==> src/hdl/bao_pkg.sv <==
// Shared types and constants of the button action qualifier.
// Depends on nothing; every other file imports it.
package bao_pkg;

	// Number of pad slots carried by every poll request
	localparam int unsigned PADS_MAX      = 4;
	localparam int unsigned BTN_BITS      = 16;
	localparam int unsigned TRIG_BITS     = 16;
	localparam int unsigned MS_PER_SECOND = 1000;

	// Action modes; the unused code behaves as plain edge mode
	typedef enum logic [1:0] {
		MODE_PLAIN   = 2'd0,
		MODE_REPEAT  = 2'd1,
		MODE_DELAYED = 2'd2
	} mode_t;

	// Result event codes
	typedef enum logic [1:0] {
		EV_NONE = 2'd0,
		EV_DOWN = 2'd1,
		EV_UP   = 2'd2
	} event_t;

	// Register indexes of the write port
	typedef enum logic [2:0] {
		REG_ACTION_MODE     = 3'd0,
		REG_REPEAT_RATE     = 3'd1,
		REG_DOWN_DELAY      = 3'd2,
		REG_UP_DELAY        = 3'd3,
		REG_BUTTON_SOURCE   = 3'd4,
		REG_BUTTON_MASK     = 3'd5,
		REG_LEFT_THRESHOLD  = 3'd6,
		REG_RIGHT_THRESHOLD = 3'd7
	} reg_idx_t;

	// Source codes above the single-pad range; higher codes read the key
	localparam logic [2:0] SRC_ANY_PAD = 3'd4;
	localparam logic [2:0] SRC_KEY     = 3'd5;

	// Configuration register set
	typedef struct packed {
		logic [1:0]  action_mode;
		logic [9:0]  repeat_rate;
		logic [15:0] down_delay_ms;
		logic [15:0] up_delay_ms;
		logic [2:0]  button_source;
		logic [15:0] button_mask;
		logic [7:0]  left_threshold;
		logic [7:0]  right_threshold;
	} cfg_t;

endpackage

==> src/hdl/bao_level.sv <==
// Raw pressed level of the selected source: one pad, any pad or the key.
// Depends on bao_pkg.
module bao_level #(
	parameter int unsigned PAD_COUNT = 4
) (
	input  bao_pkg::cfg_t                                               cfg,
	input  logic                                                        key_down,
	input  logic [bao_pkg::PADS_MAX-1:0]                                pad_connected,
	input  logic [bao_pkg::PADS_MAX-1:0][bao_pkg::BTN_BITS-1:0]         pad_buttons,
	input  logic [bao_pkg::PADS_MAX-1:0][bao_pkg::TRIG_BITS-1:0]        pad_triggers,
	output logic                                                        level
);
	import bao_pkg::*;

	logic [PADS_MAX-1:0] pad_hit;

	// Judge every pad slot independently; slots beyond the pad count stay released
	always_comb begin
		for (int p = 0; p < PADS_MAX; p++) begin
			pad_hit[p] = 1'b0;
			if (p < PAD_COUNT && pad_connected[p]) begin
				pad_hit[p] = (|(pad_buttons[p] & cfg.button_mask))
					|| (cfg.left_threshold != 8'd0
						&& pad_triggers[p][7:0] >= cfg.left_threshold)
					|| (cfg.right_threshold != 8'd0
						&& pad_triggers[p][15:8] >= cfg.right_threshold);
			end
		end
	end

	// Select the source
	always_comb begin
		if (cfg.button_source < SRC_ANY_PAD) begin
			level = pad_hit[cfg.button_source[1:0]];
		end else if (cfg.button_source == SRC_ANY_PAD) begin
			level = |pad_hit;
		end else begin
			level = key_down;
		end
	end

endmodule

==> src/hdl/bao_event.sv <==
// Event qualifier: plain edges, auto-repeat and delayed press/release, with its state.
// Depends on bao_pkg.
module bao_event #(
	parameter int unsigned TIME_BITS = 48
) (
	input  logic                  clk,
	input  logic                  arst_n,
	input  bao_pkg::cfg_t         cfg,
	input  logic                  step_en,
	input  logic [TIME_BITS-1:0]  now_ms,
	input  logic                  level,
	output bao_pkg::event_t       ev
);
	import bao_pkg::*;

	localparam logic [TIME_BITS-1:0] ONE_SECOND = TIME_BITS'(MS_PER_SECOND);
	localparam logic [20:0]          PROD_LIMIT = 21'(MS_PER_SECOND);

	logic                 last_sample_q, last_sample_d;
	logic                 qualified_q, qualified_d;
	logic [TIME_BITS-1:0] change_time_q, change_time_d;
	logic [TIME_BITS-1:0] last_event_q, last_event_d;

	logic [TIME_BITS-1:0] since_event;
	logic [TIME_BITS-1:0] since_change;
	logic [9:0]           rate_eff;
	logic [10:0]          since_plus1;
	logic [20:0]          gate_prod;
	logic                 gate_skip;

	// Repeat gate: d below 1000/rate exactly when (d+1)*rate fits in 1000
	always_comb begin
		since_event = now_ms - last_event_q;
		rate_eff    = (cfg.repeat_rate == 10'd0) ? 10'd1 : cfg.repeat_rate;
		since_plus1 = {1'b0, since_event[9:0]} + 11'd1;
		gate_prod   = 21'(since_plus1 * rate_eff);
		gate_skip   = (now_ms < last_event_q)
			|| (since_event < ONE_SECOND && gate_prod <= PROD_LIMIT);
	end

	// Work out the event and the next state
	always_comb begin
		ev            = EV_NONE;
		last_sample_d = last_sample_q;
		qualified_d   = qualified_q;
		change_time_d = change_time_q;
		last_event_d  = last_event_q;
		since_change  = '0;
		unique case (cfg.action_mode)
			MODE_REPEAT: begin
				if (!gate_skip && (level || level != last_sample_q)) begin
					ev            = level ? EV_DOWN : EV_UP;
					last_event_d  = now_ms;
					last_sample_d = level;
				end
			end
			MODE_DELAYED: begin
				if (level != last_sample_q) begin
					change_time_d = now_ms;
				end
				last_sample_d = level;
				since_change  = now_ms - change_time_d;
				if (level != qualified_q) begin
					if (level && since_change >= TIME_BITS'(cfg.down_delay_ms)) begin
						qualified_d = 1'b1;
						ev          = EV_DOWN;
					end else if (!level
						&& since_change >= TIME_BITS'(cfg.up_delay_ms)) begin
						qualified_d = 1'b0;
						ev          = EV_UP;
					end
				end
			end
			default: begin
				if (level != last_sample_q) begin
					ev            = level ? EV_DOWN : EV_UP;
					last_sample_d = level;
				end
			end
		endcase
	end

	// Commit the state when a request moves to the result register
	always_ff @(posedge clk or negedge arst_n) begin
		if (!arst_n) begin
			last_sample_q <= 1'b0;
			qualified_q   <= 1'b0;
			change_time_q <= '0;
			last_event_q  <= '0;
		end else if (step_en) begin
			last_sample_q <= last_sample_d;
			qualified_q   <= qualified_d;
			change_time_q <= change_time_d;
			last_event_q  <= last_event_d;
		end
	end

endmodule

==> src/hdl/button_action_qualifier.sv <==
// Button action qualifier: turns polled key and gamepad state into down/up events.
// Depends on bao_pkg, bao_level and bao_event.
//
// Use: each poll request on the s_ stream carries the time in ms, the key level and
// the state of four pad slots. Every accepted request gives exactly one result on
// the m_ stream: the event code and the raw pressed level of the selected source.
// Registers are written through cfg_we/cfg_index/cfg_data while no request is in
// flight; they take effect for the next request.
// Path: an accepted request passes the input register, then the result register,
// two register stages from s_tdata to m_tdata. Throughput: one request per cycle
// while m_tready is high, set by the single pass of level selection, 11x10
// repeat-gate multiply and time compares between the two registers.
// Stall: while m_tready is low the result holds; a request still enters the input
// register if it is empty, after which s_tready drops until the result is taken.
// Reset: registers return to plain mode, rate one, no delays, key source, masks
// and thresholds off; event state clears to released with times at zero.
module button_action_qualifier #(
	parameter int unsigned TIME_BITS = 48,
	parameter int unsigned PAD_COUNT = 4
) (
	input  logic                  clk,
	input  logic                  arst_n,
	input  logic                  s_tvalid,
	output logic                  s_tready,
	// now_ms, key_down, pad_connected, pad0..3 buttons, pad0..3 triggers, zero fill
	input  logic [((TIME_BITS + 1 + bao_pkg::PADS_MAX
		* (1 + bao_pkg::BTN_BITS + bao_pkg::TRIG_BITS) + 7) / 8) * 8 - 1:0] s_tdata,
	output logic                  m_tvalid,
	input  logic                  m_tready,
	// event_res [1:0], raw_pressed [2], zero fill
	output logic [7:0]            m_tdata,
	input  logic                  cfg_we,
	input  logic [2:0]            cfg_index,
	input  logic [15:0]           cfg_data
);
	import bao_pkg::*;

	localparam int unsigned KEY_POS  = TIME_BITS;
	localparam int unsigned CONN_LSB = TIME_BITS + 1;
	localparam int unsigned BTN_LSB  = CONN_LSB + PADS_MAX;
	localparam int unsigned TRIG_LSB = BTN_LSB + PADS_MAX * BTN_BITS;

	cfg_t                              cfg_q;
	logic                              valid_s1;
	logic [TIME_BITS-1:0]              now_s1;
	logic                              key_s1;
	logic [PADS_MAX-1:0]               conn_s1;
	logic [PADS_MAX-1:0][BTN_BITS-1:0]  btn_s1;
	logic [PADS_MAX-1:0][TRIG_BITS-1:0] trig_s1;
	logic                              valid_s2;
	event_t                            ev_s2;
	logic                              raw_s2;
	logic                              advance;
	logic                              level;
	event_t                            ev;

	// Configuration writes
	always_ff @(posedge clk or negedge arst_n) begin
		if (!arst_n) begin
			cfg_q.action_mode     <= MODE_PLAIN;
			cfg_q.repeat_rate     <= 10'd1;
			cfg_q.down_delay_ms   <= '0;
			cfg_q.up_delay_ms     <= '0;
			cfg_q.button_source   <= SRC_KEY;
			cfg_q.button_mask     <= '0;
			cfg_q.left_threshold  <= '0;
			cfg_q.right_threshold <= '0;
		end else if (cfg_we) begin
			unique case (reg_idx_t'(cfg_index))
				REG_ACTION_MODE:     cfg_q.action_mode     <= cfg_data[1:0];
				REG_REPEAT_RATE:     cfg_q.repeat_rate     <= cfg_data[9:0];
				REG_DOWN_DELAY:      cfg_q.down_delay_ms   <= cfg_data;
				REG_UP_DELAY:        cfg_q.up_delay_ms     <= cfg_data;
				REG_BUTTON_SOURCE:   cfg_q.button_source   <= cfg_data[2:0];
				REG_BUTTON_MASK:     cfg_q.button_mask     <= cfg_data;
				REG_LEFT_THRESHOLD:  cfg_q.left_threshold  <= cfg_data[7:0];
				REG_RIGHT_THRESHOLD: cfg_q.right_threshold <= cfg_data[7:0];
				default: ;
			endcase
		end
	end

	// Handshake: advance the input stage whenever the result register is free
	assign advance  = valid_s1 && (!valid_s2 || m_tready);
	assign s_tready = !valid_s1 || advance;

	// Input register
	always_ff @(posedge clk or negedge arst_n) begin
		if (!arst_n) begin
			valid_s1 <= 1'b0;
		end else if (s_tready) begin
			valid_s1 <= s_tvalid;
		end
	end

	always_ff @(posedge clk) begin
		if (s_tvalid && s_tready) begin
			now_s1  <= s_tdata[TIME_BITS-1:0];
			key_s1  <= s_tdata[KEY_POS];
			conn_s1 <= s_tdata[CONN_LSB +: PADS_MAX];
			btn_s1  <= s_tdata[BTN_LSB +: PADS_MAX * BTN_BITS];
			trig_s1 <= s_tdata[TRIG_LSB +: PADS_MAX * TRIG_BITS];
		end
	end

	bao_level #(
		.PAD_COUNT(PAD_COUNT)
	) u_level (
		.cfg          (cfg_q),
		.key_down     (key_s1),
		.pad_connected(conn_s1),
		.pad_buttons  (btn_s1),
		.pad_triggers (trig_s1),
		.level        (level)
	);

	bao_event #(
		.TIME_BITS(TIME_BITS)
	) u_event (
		.clk    (clk),
		.arst_n (arst_n),
		.cfg    (cfg_q),
		.step_en(advance),
		.now_ms (now_s1),
		.level  (level),
		.ev     (ev)
	);

	// Result register
	always_ff @(posedge clk or negedge arst_n) begin
		if (!arst_n) begin
			valid_s2 <= 1'b0;
		end else if (!valid_s2 || m_tready) begin
			valid_s2 <= valid_s1;
		end
	end

	always_ff @(posedge clk) begin
		if (advance) begin
			ev_s2  <= ev;
			raw_s2 <= level;
		end
	end

	assign m_tvalid = valid_s2;
	assign m_tdata  = {5'd0, raw_s2, ev_s2};

endmodule

==> config.mk <==
export PLATFORM = sky130hd
export DESIGN_NAME = button_action_qualifier
export DESIGN_NICKNAME = d
export VERILOG_FILES = /design/src/hdl/bao_pkg.sv /design/src/hdl/bao_level.sv /design/src/hdl/bao_event.sv /design/src/hdl/button_action_qualifier.sv
export SDC_FILE = /design/constraint.sdc
export NUM_CORES = 1
export LEC_CHECK = 0
export ABC_CLOCK_PERIOD_IN_PS = 20100
export BUFFER_PORTS_ARGS = -buffer_cell sky130_fd_sc_hd__clkbuf_2
export CORE_UTILIZATION = 55
export CTS_BUF_LIST = sky130_fd_sc_hd__clkbuf_8
export DETAILED_ROUTE_END_ITERATION = 7
export GPL_TIMING_DRIVEN = 0
export PLACE_DENSITY = 0.74
export SYNTH_ARGS = -nofsm -noshare
export SYNTH_HDL_FRONTEND = slang
export SYNTH_SLANG_ARGS = --single-unit
==> constraint.sdc <==
create_clock -name clk -period 20.1 [get_ports clk]
set_input_delay 2.01 -clock clk [delete_from_list [all_inputs] [get_ports clk]]
set_output_delay 2.01 -clock clk [all_outputs]
set_load 0.05 [all_outputs]
# Word-level counts from Yosys, hierarchy flattened
# Index checks and enable logic that the tools add are counted.
[classes]
eq_ne = 13
n_lt_le_gt_ge = 15
n_mul = 1
mux = 23
addsub = 3
reduce_logical = 53
bitwise_logic = 4
[ops]
columns = ["op", "n"]
rows = [
  ["$ge 48x16->1", 2],
  ["$mux 48", 2],
  ["$sub 48x48->48", 2],
  ["$and 16x16->16", 4],
  ["$ge 8x8->1", 8],
  ["$reduce_or 16->1", 4],
  ["$lt 48x10->1 const B", 1],
  ["$lt 48x48->1", 1],
  ["$le 21x10->1 const B", 1],
  ["$mul 11x10->21", 1],
  ["$reduce_and 2->1", 9],
  ["$reduce_bool 8->1", 2],
  ["$eq 3x3->1 const B", 5],
  ["$logic_and 1x1->1", 14],
  ["$logic_or 1x1->1", 12],
  ["$mux 2", 6],
  ["$add 10x1->11 const B", 1],
  ["$mux 1", 11],
  ["$logic_not 10->1", 1],
  ["$mux 10", 1],
  ["$eq 3x2->1 const B", 2],
  ["$reduce_and 3->1", 2],
  ["$logic_not 1->1", 4],
  ["$pmux 2 s2", 1],
  ["other kinds (14)", 15],
]
[word_totals]
inputBits = 208
output_inout_bits = 10
wordCells = 139
reg_bits = 363

# Longest topological paths before layout
[depth]
word_depth = 18
ltp_mapped = 37
ltp_nobuf = 35

# Modules after synthesis
# Synthesis repeated with hierarchy kept, for this count alone.
[hier_totals]
hier_cells = 2573
area_unflattened_um2 = 26864.5
[modules_own_cells]
columns = ["module", "instances", "cells_each", "area_per_inst_um2"]
rows = [
  ["bao_event", 1, 1961, 16198.0],
  ["button_action_qualifier", 1, 374, 8782.2],
  ["bao_level", 1, 238, 1884.3],
]

# Worst setup path before layout
# No wires, ideal clock.
[synth_path]
path_kind = "register to register"
startpoint = "register now_s1[0]"
endpoint = "register u_event.last_event_q[28]"
path_slack_ns = 11.806
arrival_time_ns = 8.169
setup_ns = 0.125
stages_incl_launch_ff = 36
required_time_ns = 19.975
path_cell_list = "edfxtp_1 -> inv_1 -> ha_1 -> fa_1 -> nor2b_1 -> o21a_1 -> nor2_1 -> xnor2_1 -> nand2_1 -> nor2_1 -> nand2_1 -> nor2_1 -> xor2_1 -> nand2_1 -> fa_1 -> inv_1 -> fa_1 -> fa_1 -> fa_1 -> inv_1 -> fa_1 -> inv_1 -> ha_1 -> a211oi_1 -> and3_1 -> a21oi_1 -> xor2_1 -> a311o_1 -> or4_1 -> nor4_1 -> nand4_1 -> o211ai_2 -> or2b_4 -> buf_12 -> buf_12 -> mux2_4"
[synth_between]
elab_chain_cells = 9
word_cells_on_any_way = 11
cone_classes = "2 x add/sub; 1 x mul; 3 x order compare; 5 x reduce/logical"
[synth_rtl]
columns = ["element", "line_no", "text"]
rows = [
  ["from (decl)", "button_action_qualifier.sv:45", "logic [TIME_BITS-1:0] now_s1;"],
  ["from (signal assigned)", "button_action_qualifier.sv:98", "now_s1 <= s_tdata[TIME_BITS-1:0];"],
  ["$sub 48x48->48", "bao_event.sv:33", "since_event = now_ms - last_event_q;"],
  ["$add 10x1->11", "bao_event.sv:35", "since_plus1 = {1'b0, since_event[9:0]} + 11'd1;"],
  ["$mul 11x10->21", "bao_event.sv:36", "gate_prod = 21'(since_plus1 * rate_eff);"],
  ["$le 21x10->1", "bao_event.sv:38", "|| (since_event < ONE_SECOND && gate_prod <= PROD_LIMIT);"],
  ["$logic_and 1x1->1", "bao_event.sv:38", ""],
  ["$logic_or 1x1->1 *", "bao_event.sv:38", ""],
  ["$logic_not 1->1 *", "bao_event.sv:51", "if (!gate_skip && (level || level != last_sample_q)) begin"],
  ["$logic_and 1x1->1 *", "bao_event.sv:51", ""],
  ["$reduce_and 3->1 (no source line) *", "--", ""],
  ["to (signal assigned)", "bao_event.sv:94", "last_event_q <= last_event_d;"],
  ["to (decl)", "bao_event.sv:22", "logic [TIME_BITS-1:0] last_event_q, last_event_d;"],
]
# Every way passes the cells marked *; elsewhere a longest branch is shown, timed or not.
# A chain may end at the register's enable or synchronous reset.

# Worst setup path in the final report
[layout_path]
startpoint = "register cfg_q[0] (netlist name)"
endpoint = "register ev_s2[1] (data pin)"
[layout_between]
elab_chain_cells = 17
word_cells_on_any_way = 41
cone_classes = "1 x add/sub; 6 x order compare; 2 x eq/ne; 17 x mux; 15 x reduce/logical"
[layout_rtl]
columns = ["element", "line_no", "text"]
rows = [
  ["from (decl)", "button_action_qualifier.sv:43", "cfg_t cfg_q;"],
  ["$ge 8x8->1 / $reduce_bool 8->1 (equally long branches)", "bao_level.sv:26, bao_level.sv:25", ""],
  ["$logic_and 1x1->1", "bao_level.sv:26", "&& pad_triggers[p][15:8] >= cfg.right_threshold);"],
  ["$logic_or 1x1->1", "bao_level.sv:25", "|| (cfg.right_threshold != 8'd0"],
  ["$mux 1", "bao_level.sv:21", "if (p < PAD_COUNT && pad_connected[p]) begin"],
  ["$bmux 1 s2 / $reduce_or 4->1 (equally long branches)", "bao_level.sv:34, bao_level.sv:36", ""],
  ["$mux 1, on equally long branches", "bao_level.sv:34, bao_level.sv:35", ""],
  ["$mux 1 *", "bao_level.sv:33", "if (cfg.button_source < SRC_ANY_PAD) begin"],
  ["via level", "button_action_qualifier.sv:54", "logic level;"],
  ["[3 not listed]", "--", ""],
  ["$sub 48x48->48", "bao_event.sv:62", "since_change = now_ms - change_time_d;"],
  ["$ge 48x16->1", "bao_event.sv:68", "&& since_change >= TIME_BITS'(cfg.up_delay_ms)) begin"],
  ["$logic_and 1x1->1", "bao_event.sv:68", ""],
  ["$mux 2", "bao_event.sv:67", "end else if (!level"],
  ["$mux 2", "bao_event.sv:64", "if (level && since_change >= TIME_BITS'(cfg.down_delay_ms)) begin"],
  ["$mux 2", "bao_event.sv:63", "if (level != qualified_q) begin"],
  ["$pmux 2 s2 *", "bao_event.sv:49", "unique case (cfg.action_mode)"],
  ["via ev[1]", "button_action_qualifier.sv:55", "event_t ev;"],
  ["to (signal assigned)", "button_action_qualifier.sv:140", "ev_s2 <= ev;"],
  ["to (decl)", "button_action_qualifier.sv:51", "event_t ev_s2;"],
]
# Mark *: on every way through the listed nets, which the timed path passes. The rest lies on a longest branch. The select of a mux whose other input is x is not followed.

==> flow_summary.json <==
{
  "grt_use_met1_pct": 39.5,
  "grt_max_degree": 121,
  "cts_setup_buffers": 0,
  "setup-tns-final_ns": 0,
  "cp.arrival_ns": 10.84,
  "path_max_fanout": 10,
  "met3_usage_pct": 3.62,
  "synth_async_sr_flop_share_pct": 49.3,
  "htree_num_levels": 2,
  "multi_input_area_um2": 14900,
  "finalHoldViolCount": 0,
  "antenna_left": 0,
  "final_common_cell": "ha_1",
  "worstHoldPathType": "reg2reg",
  "grt_overflow": 0,
  "drtPass1Iterations": 7,
  "path_class": "reg2reg",
  "final_layout_size_suffix_gt1_share_pct": 15.5,
  "yosys_warnings": 0,
  "synth_edf_count": 184,
  "seqCellArea_um2": 10000,
  "area_growth_syn_to_layout_pct": 12.0,
  "fin_crit_ns": 10.47,
  "cts_made_buffers": 59,
  "ys_ff_latch": 363,
  "worst_ep_required_time_ns": 20.47,
  "gp_congestion": 0.971,
  "initial_utilization_pct": 56.0,
  "grt_usage_pct": 28.8,
  "syn_area_per_cell_um2": 10.1,
  "slew_headroom_pct": 31.9,
  "worst_setup_path_end_kind": "flip-flop",
  "cts_root_buf": "clkbuf_8",
  "skew_ns": 0.0417,
  "finalNetCount": 3400,
  "cts-resized-gates": 0,
  "wl_per_cell_um": 19.5,
  "fillers": 3863,
  "antenna_found_initial": 5,
  "most-common-layout-cells": "ha_1, nand2_1, inv_1, clkbuf_2, edfxtp_1",
  "core_area_um2": 46800,
  "ioPinCount": 218,
  "grt_pass1_vias": 21126,
  "max_slew.worst_pin.slew_ns": 1.01,
  "cts.hold.buffers_added": 0,
  "wl_mm": 68.8,
  "status": "finished, violations left",
  "grt_pass1_wl_mm": 110,
  "remaining_drc_errors": 1,
  "grt-busiest-layer": "met2",
  "period_share_pct": 52.1,
  "path_clk_slew_ns": 0.06,
  "die_area_um2": 48500,
  "port_buffers": 205,
  "syn-cell-area_um2": 26200,
  "seq_area_frac_synth_pct": 38.2,
  "max_freq_ghz": 0.0955,
  "cts_tree": "done",
  "num_vias": 21106,
  "setup_viol": 0,
  "ys.flop_type": "edfxtp_1",
  "synth_cells": 2594,
  "drt_iter0_markers": 1578,
  "cts_max_path_buffers": 3,
  "rsz0062_at_grt": "false",
  "row_count": 79,
  "met2_usage_pct": 47.1,
  "crit_slowest_cell": "a211oi_1",
  "crit_path_start_kind": "flip-flop",
  "die_h_um": 220,
  "clkLatencyLatePin_ns": 0.65,
  "routed_via_density": 5.98,
  "failed_checks": "DRC",
  "clock-sinks": 363,
  "drv_cap": 0,
  "slew_violations": 0,
  "dpl.hpwl_mm": 54.8,
  "synth.distinct_cells": 85,
  "die_w_um": 220,
  "max_stage_delay_ns": 0.81
}
## synth_stat cells, drive strengths merged, types with 24 or more instances
cell type / instances / area (um^2)
dfrtp: 176 / 4400
inv: 216 / 811
edfxtp: 184 / 5530
fa: 72 / 1440
nand4: 48 / 300
a221oi: 24 / 210
nand3: 40 / 200
clkbuf: 90 / 338
nor2: 100 / 375
o21a: 42 / 315
o21ai: 158 / 791
xor2: 29 / 254
nand2: 246 / 923
mux2i: 55 / 551
xnor2: 40 / 350
and2: 68 / 425
a21oi: 158 / 791
mux2: 117 / 1390
nand2b: 29 / 181
nor3: 29 / 145
ha: 253 / 3170
a211oi: 25 / 188
a21o: 59 / 443
## final cells by class
class	count	area share (%)
Antenna cell	4	0.0341
Buffer	112	1.74
Clock buffer	68	3.19
Clock inverter	43	1.03
Inverter	216	2.76
Multi-Input combinational cell	1907	50.7
Sequential cell	363	34.1
Tap cell	607	2.59
Timing Repair Buffer	208	3.81
## worst max-delay path: cells and delay by family, from the launching register on
family,cells,cell delay [ns]
buffers and inverters,4,1.99
adder cells (fa/ha/maj),3,0.99
AND/OR/NAND/NOR,6,1.41
flip-flops,1,0.45
multiplexers,1,0.28
AO/OA/AOI/OAI,16,5.05
## metrics by stage
step / cells / utilization (%) / hold WS [ns] / setup slack, ns / area (um^2)
after floorplan: 2598 / - / 0.449 / 11.81 / 26200
after global placement: 3410 / 59.9 / 0.461 / 9.94 / 28000
after detailed placement: 3413 / 60.1 / 0.469 / 9.70 / 28100
after CTS: 3524 / 62.7 / 0.484 / 9.58 / 29300
after global routing: 3528 / 62.8 / 0.507 / 8.90 / 29300
final: 3528 / 62.8 / 0.479 / 9.63 / 29300
## cell families (layout without fill, tap and decap cells)
family	after synthesis	after routing	share of synthesized area [%]
adder cells (fa/ha/maj)	325	325	17.6
AO/OA/AOI/OAI	662	662	16.7
buffers and inverters	328	647	5.05
XOR/XNOR	69	69	2.31
multiplexers	172	172	7.40
flip-flops	363	363	38.2
other	1	9	0.0143
AND/OR/NAND/NOR	674	674	12.8
## metal layers
layer	vias up	part of all wire [%]
met2	685	47
met4	0	2.8
met1	10279	45
met5	-	0
met3	114	5.8
li1	10028	-
## flip-flops by register name, indices dropped and copies added (netlist names)
register and count:
btn_s1 64, u_event.last_sample_q 1, conn_s1 4, u_event.qualified_q 1
cfg_q 79, now_s1 48, trig_s1 64, raw_s2 1
m_tvalid 1, u_event.change_time_q 48, valid_s1 1, u_event.last_event_q 48
key_s1 1, ev_s2 2
## path summary, 6_finish.rpt
| kind | startpoint | end | slack (ns) | depth (start not counted) |
|---|---|---|---|---|
| min in group asynchronous | arst_n | u_event.last_event_q[41] | 1.34 | 1 |
| max in group asynchronous | arst_n | u_event.last_event_q[0] | 17.78 | 2 |
| worst min register to register | u_event.change_time_q[30] | u_event.change_time_q[30] | 0.48 | 2 |
| worst max-delay path | cfg_q[0] | ev_s2[1] | 9.63 | 30 |
| worst max register to register | cfg_q[0] | ev_s2[1] | 9.63 | 30 |
| worst min-delay path | u_event.change_time_q[30] | u_event.change_time_q[30] | 0.48 | 2 |
Power is not shown: default switching activity piles up to over one toggle a cycle in this logic, so the estimate is an artifact.
